===== config.mk =====
export PLATFORM = sky130hd
export DESIGN_NAME = base64_stream_decoder_top
export DESIGN_NICKNAME = d
export VERILOG_FILES = /design/src/sv/b64dec_pkg.sv /design/src/sv/base64_stream_decoder_top.sv
export VERILOG_INCLUDE_DIRS = /design/src /design/src/sv
export SDC_FILE = /design/constraint.sdc
export NUM_CORES = 1
export LEC_CHECK = 0
export BUFFER_PORTS_ARGS = -buffer_cell sky130_fd_sc_hd__buf_2
export CORE_MARGIN = 2
export CORE_UTILIZATION = 57
export CTS_CLUSTER_SIZE = 12
export DETAILED_ROUTE_END_ITERATION = 8
export PLACE_DENSITY = 0.81
export SLEW_MARGIN = 20
export SYNTH_ARGS = -nofsm -noshare
export SYNTH_HDL_FRONTEND = slang
export SYNTH_SLANG_ARGS = --single-unit

===== constraint.sdc =====
create_clock -name aclk -period 8 [get_ports aclk]
set_input_delay 0.4 -clock aclk [delete_from_list [all_inputs] [get_ports aclk]]
set_output_delay 0.4 -clock aclk [all_outputs]
set_load 0.1 [all_outputs]

===== src/sv/assert_macros.svh =====
// Assertion macros included by base64_stream_decoder_top.sv.
`ifndef ASSERT_MACROS_SVH
`define ASSERT_MACROS_SVH

// Same-cycle implication, checked at every clock edge out of reset.
`define ASSERT_SAME(label, clk, rst_n, cond, prop) \
    label: assert property (@(posedge clk) disable iff (!rst_n) (cond) |-> (prop)) \
        else $error("assertion failed: label");

// Next-cycle implication.
`define ASSERT_NEXT(label, clk, rst_n, cond, prop) \
    label: assert property (@(posedge clk) disable iff (!rst_n) (cond) |=> (prop)) \
        else $error("assertion failed: label");

`endif


===== src/sv/b64dec_pkg.sv =====
// Types, constants and decode functions of the base64 stream decoder.
package b64dec_pkg;

    localparam logic OP_CHAR = 1'b0;
    localparam logic OP_END  = 1'b1;

    localparam logic REG_REMAP = 1'b0;    // register index of remap_enable

    localparam int QDEPTH   = 4;          // result queue depth, power of two
    localparam int QPTR_W   = $clog2(QDEPTH);
    localparam int QCNT_W   = QPTR_W + 1;
    localparam int MAX_RES  = 3;          // results one item may cause

    localparam logic [7:0] CH_PLUS  = 8'h2b;
    localparam logic [7:0] CH_SLASH = 8'h2f;
    localparam logic [7:0] CH_ONE   = 8'h31;
    localparam logic [7:0] CH_TWO   = 8'h32;
    localparam logic [7:0] CH_LOWA  = 8'h61;

    typedef struct packed {
        logic [7:0] data_byte;
        logic       has_byte;
        logic       final_res;
        logic       last_in_run;
    } res_t;

    typedef struct packed {
        logic       ok;
        logic [5:0] value;
    } sextet_t;

    // Rotate 2->1, a->2, 1->a when enabled.
    function automatic logic [7:0] remap_char(input logic [7:0] ch, input logic en);
        logic [7:0] r;
        r = ch;
        if (en) begin
            if (ch == CH_TWO)       r = CH_ONE;
            else if (ch == CH_LOWA) r = CH_TWO;
            else if (ch == CH_ONE)  r = CH_LOWA;
        end
        return r;
    endfunction

    function automatic sextet_t sextet_of(input logic [7:0] ch);
        sextet_t s;
        s.ok    = 1'b1;
        s.value = 6'd0;
        if (ch inside {[8'h41:8'h5a]})      s.value = 6'(ch - 8'h41);
        else if (ch inside {[8'h61:8'h7a]}) s.value = 6'(ch - 8'h61 + 8'd26);
        else if (ch inside {[8'h30:8'h39]}) s.value = 6'(ch - 8'h30 + 8'd52);
        else if (ch == CH_PLUS)             s.value = 6'd62;
        else if (ch == CH_SLASH)            s.value = 6'd63;
        else                                s.ok    = 1'b0;
        return s;
    endfunction

endpackage


===== src/sv/base64_stream_decoder_top.sv =====
// Base64 stream decoder: input register, one-pass decode, result queue.
//
//  channel | dir | ports                                            | moves
//  s_      | in  | s_valid s_ready s_op s_text_char                 | one character or end
//  m_      | out | m_valid m_ready m_data_byte m_has_byte           | one result
//          |     | m_final_res m_last_in_run                        |
//  apb     | in  | psel penable pwrite paddr pwdata prdata pready   | remap_enable at 0x0
//
// An item is taken into the input register, decoded from that register and its
// zero to three results written at once into a four-entry result queue.
// Results leave one per cycle while m_ready is high; a new character can be taken
// while the last one is decoded, and a completed group of four gives three results.
// The input register waits while the queue lacks room for all results of its item.
// Reset (aresetn low, synchronous) empties both and clears count and stop flag.
`include "assert_macros.svh"

module base64_stream_decoder_top
    import b64dec_pkg::*;
(
    input  logic        aclk,
    input  logic        aresetn,

    input  logic        s_valid,
    output logic        s_ready,
    input  logic        s_op,
    input  logic [7:0]  s_text_char,

    output logic        m_valid,
    input  logic        m_ready,
    output logic [7:0]  m_data_byte,
    output logic        m_has_byte,
    output logic        m_final_res,
    output logic        m_last_in_run,

    input  logic        psel,
    input  logic        penable,
    input  logic        pwrite,
    input  logic [2:0]  paddr,
    input  logic [31:0] pwdata,
    output logic [31:0] prdata,
    output logic        pready
);

    logic              remap_reg;
    logic              in_valid_reg;
    logic              in_op_reg;
    logic [7:0]        in_char_reg;
    logic [5:0]        sext_reg [MAX_RES];
    logic [1:0]        sext_count_reg, sext_count_next;
    logic              stopped_reg, stopped_next;
    res_t              q_reg [QDEPTH];
    logic [QPTR_W-1:0] q_wr_reg, q_rd_reg;
    logic [QCNT_W-1:0] q_count_reg;

    logic              proc;
    logic              s_accept;
    logic              m_accept;
    logic [7:0]        ch;
    sextet_t           sx;
    logic [7:0]        bytes [MAX_RES];
    logic [1:0]        flush_n;
    logic [1:0]        n_bytes;
    logic              emit_final;
    logic [1:0]        push_n;
    logic              buf_write;
    res_t              res [MAX_RES];
    logic [QPTR_W-1:0] wr_idx [MAX_RES];

    // ---------------- configuration port ----------------
    assign pready = 1'b1;
    assign prdata = (paddr[2] == REG_REMAP) ? {31'd0, remap_reg} : 32'd0;

    always_ff @(posedge aclk) begin
        if (!aresetn) begin
            remap_reg <= 1'b0;
        end else if (psel && penable && pwrite && pready && paddr[2] == REG_REMAP) begin
            remap_reg <= pwdata[0];
        end
    end

    // ---------------- input register ----------------
    // advance only when every result of the held item fits in the queue
    assign proc     = in_valid_reg &&
                      ((q_count_reg + QCNT_W'(push_n)) <= QCNT_W'(QDEPTH));
    assign s_ready  = !in_valid_reg || proc;
    assign s_accept = s_valid && s_ready;

    always_ff @(posedge aclk) begin
        if (!aresetn) begin
            in_valid_reg <= 1'b0;
        end else if (s_accept) begin
            in_valid_reg <= 1'b1;
        end else if (proc) begin
            in_valid_reg <= 1'b0;
        end
    end

    always_ff @(posedge aclk) begin
        if (s_accept) begin
            in_op_reg   <= s_op;
            in_char_reg <= s_text_char;
        end
    end

    // ---------------- decode ----------------
    assign ch = remap_char(in_char_reg, remap_reg);
    assign sx = sextet_of(ch);

    assign bytes[0] = {sext_reg[0], sext_reg[1][5:4]};
    assign bytes[1] = {sext_reg[1][3:0], sext_reg[2][5:2]};
    assign bytes[2] = {sext_reg[2][1:0], sx.value};

    // partial group of n sextets flushes n-1 bytes
    assign flush_n = (sext_count_reg == 2'd3) ? 2'd2 :
                     (sext_count_reg == 2'd2) ? 2'd1 : 2'd0;

    always_comb begin
        n_bytes         = 2'd0;
        emit_final      = 1'b0;
        buf_write       = 1'b0;
        sext_count_next = sext_count_reg;
        stopped_next    = stopped_reg;
        if (in_op_reg == OP_END) begin
            n_bytes         = stopped_reg ? 2'd0 : flush_n;
            emit_final      = 1'b1;
            sext_count_next = 2'd0;
            stopped_next    = 1'b0;
        end else if (!stopped_reg) begin
            if (!sx.ok) begin
                n_bytes         = flush_n;
                sext_count_next = 2'd0;
                stopped_next    = 1'b1;
            end else if (sext_count_reg != 2'd3) begin
                buf_write       = 1'b1;
                sext_count_next = sext_count_reg + 2'd1;
            end else begin
                n_bytes         = 2'd3;
                sext_count_next = 2'd0;
            end
        end
        push_n = n_bytes + {1'b0, emit_final};
    end

    always_comb begin
        for (int k = 0; k < MAX_RES; k++) begin
            wr_idx[k] = q_wr_reg + QPTR_W'(k);
            if (2'(k) < n_bytes) begin
                res[k].data_byte = bytes[k];
                res[k].has_byte  = 1'b1;
                res[k].final_res = 1'b0;
            end else begin
                res[k].data_byte = 8'd0;
                res[k].has_byte  = 1'b0;
                res[k].final_res = 1'b1;
            end
            res[k].last_in_run = (2'(k) == push_n - 2'd1);
        end
    end

    always_ff @(posedge aclk) begin
        if (!aresetn) begin
            sext_count_reg <= 2'd0;
            stopped_reg    <= 1'b0;
        end else if (proc) begin
            sext_count_reg <= sext_count_next;
            stopped_reg    <= stopped_next;
        end
    end

    always_ff @(posedge aclk) begin
        if (proc && buf_write) begin
            sext_reg[sext_count_reg] <= sx.value;
        end
    end

    // ---------------- result queue ----------------
    assign m_valid       = (q_count_reg != '0);
    assign m_accept      = m_valid && m_ready;
    assign m_data_byte   = q_reg[q_rd_reg].data_byte;
    assign m_has_byte    = q_reg[q_rd_reg].has_byte;
    assign m_final_res   = q_reg[q_rd_reg].final_res;
    assign m_last_in_run = q_reg[q_rd_reg].last_in_run;

    always_ff @(posedge aclk) begin
        if (proc) begin
            for (int k = 0; k < MAX_RES; k++) begin
                if (2'(k) < push_n) begin
                    q_reg[wr_idx[k]] <= res[k];
                end
            end
        end
    end

    always_ff @(posedge aclk) begin
        if (!aresetn) begin
            q_wr_reg    <= '0;
            q_rd_reg    <= '0;
            q_count_reg <= '0;
        end else begin
            if (proc) begin
                q_wr_reg <= q_wr_reg + QPTR_W'(push_n);
            end
            if (m_accept) begin
                q_rd_reg <= q_rd_reg + QPTR_W'(1);
            end
            q_count_reg <= q_count_reg + (proc ? QCNT_W'(push_n) : QCNT_W'(0))
                           - QCNT_W'(m_accept);
        end
    end

    // ---------------- assertions ----------------
    `ASSERT_SAME(a_queue_bound, aclk, aresetn, 1'b1, q_count_reg <= QCNT_W'(QDEPTH))
    `ASSERT_SAME(a_stopped_silent, aclk, aresetn,
                 proc && stopped_reg && in_op_reg == OP_CHAR, push_n == 2'd0)
    `ASSERT_NEXT(a_end_clears, aclk, aresetn, proc && in_op_reg == OP_END,
                 sext_count_reg == 2'd0 && !stopped_reg)
    `ASSERT_NEXT(a_push_visible, aclk, aresetn, proc && push_n != 2'd0, m_valid)

endmodule

==> results.json <==
{
  "place.port_buffers": 31,
  "p_leak_nw": 2.10,
  "yosysUniqueCellTypes": 70,
  "slew-limit-headroom": 0.448,
  "final.setup.tns_ns": 0,
  "final_cell_count_no_fill": 650,
  "min_period_ns": 7.41,
  "worstHoldPathType": "input pin to flip-flop",
  "final_common_cell": "sky130_fd_sc_hd__edfxtp_1",
  "unrepaired_setup_endpoints_after_global_routing": "no",
  "postSynthCellCount": 508,
  "synthMuxAreaShare": 0.0529,
  "final_count_of_hold_timing_violations": 0,
  "largest_register_ff_count": 44,
  "layout.core_utilization": 0.615,
  "finalNetCount": 589,
  "top_cells_by_area_in_the_synthesized_netlist": "sky130_fd_sc_hd__edfxtp_1 39%, sky130_fd_sc_hd__dfxtp_1 5.1%, sky130_fd_sc_hd__buf_4 5.0%",
  "cell_area_after_synthesis_um2": 5440,
  "die_h_um": 102,
  "area_of_combinational_cells_with_multiple_inputs_um2": 2620,
  "cts_buffers": 9,
  "grt_first_pass_wirelength_mm": 18.7,
  "critPathCaptureType": "flip-flop",
  "timing.critical_path.from": "in_char_reg[2]",
  "ff_latch_area_um2": 2410,
  "num_antenna_cells": 0,
  "synthAdderAreaFrac": 0.0533,
  "tritoncts_num_sinks": 85,
  "antenna_violations_before_repair": 0,
  "cap_violations": 0,
  "drt-total-wl_mm": 11.3,
  "synth-async-reset-ratio": 0,
  "gp_congestion": 0.897,
  "area_growth_from_synthesis_to_final_layout_pct": 4.41,
  "max_clock_freq_ghz": 0.135,
  "firstDrtPassIters": 5,
  "clock_tree.buffer_depth": 2,
  "clock_transition_time_at_the_flip_flop_clock_pins_of_the_worst_setup_and_hold_paths_ns": 0.09,
  "total_gr_overflow": 0,
  "routed_wire_length_per_instance_um": 17.3,
  "critical_path_required_ns": 8.09,
  "io_pins": 97,
  "timing.reg2reg.worst_path_depth": 23,
  "cellPowerDensity_nw_per_um2": 221,
  "crit_path_depth": 23,
  "design.die.area_um2": 10300,
  "slowest_stage": "sky130_fd_sc_hd__and2_1",
  "hpwlAfterDp_mm": 8.03,
  "critical_setup_path_kind": "flip-flop to flip-flop",
  "max_stage_delay_ns": 0.63,
  "avgViaCountPerCell": 6.24,
  "run_status": "finished clean",
  "share_of_synthesized_area_occupied_by_flip_flops_and_latches": 0.443,
  "fp-row-count": 35,
  "cts_h_tree_depth": 3,
  "design.core.area_um2": 9240,
  "critical-path-top-delay-family": "compound AO/OA/AOI/OAI gates",
  "synth.top_cell.area_share": 0.392,
  "synth-compound-area-share": 0.207,
  "yosysWarnings": 0,
  "drc_errors": 0,
  "synth.ff_latch_count": 85,
  "synth-simple-area-share": 0.131,
  "final-setup-viol-count": 0,
  "synthFlopType": "sky130_fd_sc_hd__edfxtp_1",
  "via_count": 4057,
  "ff2ff_setup_slack_ns": 0.59,
  "post_synth_xor_area_fraction": 0.0142,
  "max-vdd-ir-drop_mv": 0.125,
  "worst_slew_pin_slew_ns": 0.828,
  "cts_tree": "done",
  "slew_violations": 0,
  "layout-drive-gt1-share": 0.177,
  "worst_setup_path_endpoint": "q_reg[1][2]",
  "number_of_enable_type_register_cells_in_the_synthesized_netlist": 71,
  "avgSynthCellArea_um2": 10.7,
  "layout_worst_path_cycle_share": 0.927,
  "worstPathMaxFanout": 18,
  "count_of_buffer_and_inverter_cells_on_the_critical_path": 1,
  "crit_path_start_kind": "flip-flop",
  "worst_ep_arrival_time_ns": 7.50,
  "filler_cell_count": 724,
  "crit_path_cell_trace": "nor3b_4, nand4_1, a21oi_1, inv_1, ha_1, nand2b_1, a221oi_1, a2111oi_4, o21ai_4, a31oi_4, nor2_1, a21oi_1, nor2_1, ha_1, ha_1, fa_1, o22ai_1, o21a_1, and3_1, and2_1, nor3_1, o21ai_1, a21oi_1",
  "finalClockSkew_ns": 0.0198,
  "final_antenna_net_count": 0,
  "post_cts_buffers": 0,
  "detail_route.iter0.violations": 321,
  "library_cell_with_the_largest_summed_area_after_synthesis": "sky130_fd_sc_hd__edfxtp_1",
  "hold_path_depth": 1,
  "numPlacedInstances": 633,
  "most-common-layout-cells": "71 x sky130_fd_sc_hd__edfxtp_1, 38 x sky130_fd_sc_hd__nand3_1, 33 x sky130_fd_sc_hd__a31oi_1",
  "grt_pass1_vias": 3776,
  "clk_latency_ns": 0.36,
  "die_w_um": 102,
  "maximum_number_of_pins_on_one_net_before_global_route_repair": 36,
  "initial_utilization": 0.589,
  "cts-resized-gates": 0,
  "clock-root-buffer": "sky130_fd_sc_hd__clkbuf_8",
  "startpoint_of_the_most_critical_register_to_register_path": "in_char_reg[2]",
  "holdBufCountCts": 0,
  "synth_top_family_by_area": "compound AO/OA/AOI/OAI gates",
  "critical_path.reg2reg.endpoint": "q_reg[1][2]",
  "grtUsageTotal": 0.232
}
[cells by family after synthesis]
| family | after synthesis |
|---|---|
| AO/OA/AOI/OAI | 150 |
| XOR/XNOR | 8 |
| adder cells (fa/ha/maj) | 22 |
| buffers and inverters | 97 |
| flip-flops | 85 |
| multiplexers | 15 |
| other | 2 |
| AND/OR/NAND/NOR | 129 |
[through the flow]
step	cell area [um2]	total power, W	setup slack (ns)	hold slack, ns
floorplan	5560	0.000948	1.73	0.499
global placement	5490	0.000982	0.983	0.510
detailed placement	5500	0.000992	0.766	0.513
CTS	5670	0.00126	0.713	0.194
global route	5680	0.00132	0.139	0.188
finish	5680	0.00126	0.588	0.210
[where the power goes]
group	switching [W]	internal [W]
combinational	0.000329	0.000108
sequential	0.0000399	0.000504
clock	0.000160	0.000115
[worst reg2reg max path, delay by kind of cell (launching register included)]
kind | cells | cell delay, ns
buffers and inverters | 1 | 0.16
adders and majority gates | 4 | 1.58
DFF | 1 | 0.57
AOI/OAI and AO/OA | 10 | 2.60
and+or+nand+nor | 8 | 2.23
[cells in the mapped netlist, types with 2 or more instances]
cell type and instances:
sky130_fd_sc_hd__a211oi_1 6, sky130_fd_sc_hd__a21boi_0 3, sky130_fd_sc_hd__a21o_1 7, sky130_fd_sc_hd__a21oi_1 15, sky130_fd_sc_hd__a22oi_1 31, sky130_fd_sc_hd__a22oi_2 2
sky130_fd_sc_hd__a31oi_1 33, sky130_fd_sc_hd__and2_1 17, sky130_fd_sc_hd__and3_1 3, sky130_fd_sc_hd__buf_1 4, sky130_fd_sc_hd__buf_2 8, sky130_fd_sc_hd__buf_4 36
sky130_fd_sc_hd__buf_6 3, sky130_fd_sc_hd__clkbuf_1 21, sky130_fd_sc_hd__conb_1 2, sky130_fd_sc_hd__dfxtp_1 14, sky130_fd_sc_hd__edfxtp_1 71, sky130_fd_sc_hd__fa_1 2
sky130_fd_sc_hd__ha_1 20, sky130_fd_sc_hd__inv_1 24, sky130_fd_sc_hd__mux2i_1 4, sky130_fd_sc_hd__mux4_2 11, sky130_fd_sc_hd__nand2_1 23, sky130_fd_sc_hd__nand2_2 8
sky130_fd_sc_hd__nand2b_1 3, sky130_fd_sc_hd__nand3_1 38, sky130_fd_sc_hd__nor2_1 5, sky130_fd_sc_hd__nor2b_1 8, sky130_fd_sc_hd__nor3_1 9, sky130_fd_sc_hd__o211ai_1 6
sky130_fd_sc_hd__o21a_1 2, sky130_fd_sc_hd__o21ai_0 11, sky130_fd_sc_hd__o21ai_1 5, sky130_fd_sc_hd__o21bai_1 2, sky130_fd_sc_hd__o221ai_1 2, sky130_fd_sc_hd__o22a_1 5
sky130_fd_sc_hd__or3_1 6, sky130_fd_sc_hd__xnor2_1 5, sky130_fd_sc_hd__xor2_1 2
[per-layer routing]
layer / GRT usage / vias to the layer above / part of all wire
met4: 0.0967 / 0 / 0.018
li1: - / 1883 / -
met2: 0.354 / 240 / 0.48
met1: 0.313 / 1907 / 0.41
met5: 0 / - / 0
met3: 0.0621 / 27 / 0.095
[area by class of cell]
cell class	count	share of cell area
Clock inverter	6	0.00814
Inverter	25	0.0165
Multi-Input combinational cell	356	0.461
Sequential cell	85	0.424
Timing Repair Buffer	39	0.0392
Tap cell	129	0.0284
Clock buffer	10	0.0225
[worst min path at each step]
stage / endpoint / from / slack (ns)
after global routing: in_char_reg[6] / s_text_char[6] / 0.19
after detailed placement: in_valid_reg / in_valid_reg / 0.51
final: in_char_reg[6] / s_text_char[6] / 0.21
after global placement: in_valid_reg / in_valid_reg / 0.51
after floorplan: in_char_reg[0] / s_text_char[0] / 0.50
after CTS: in_char_reg[3] / s_text_char[3] / 0.19
Power figures use the tool's default switching activity.
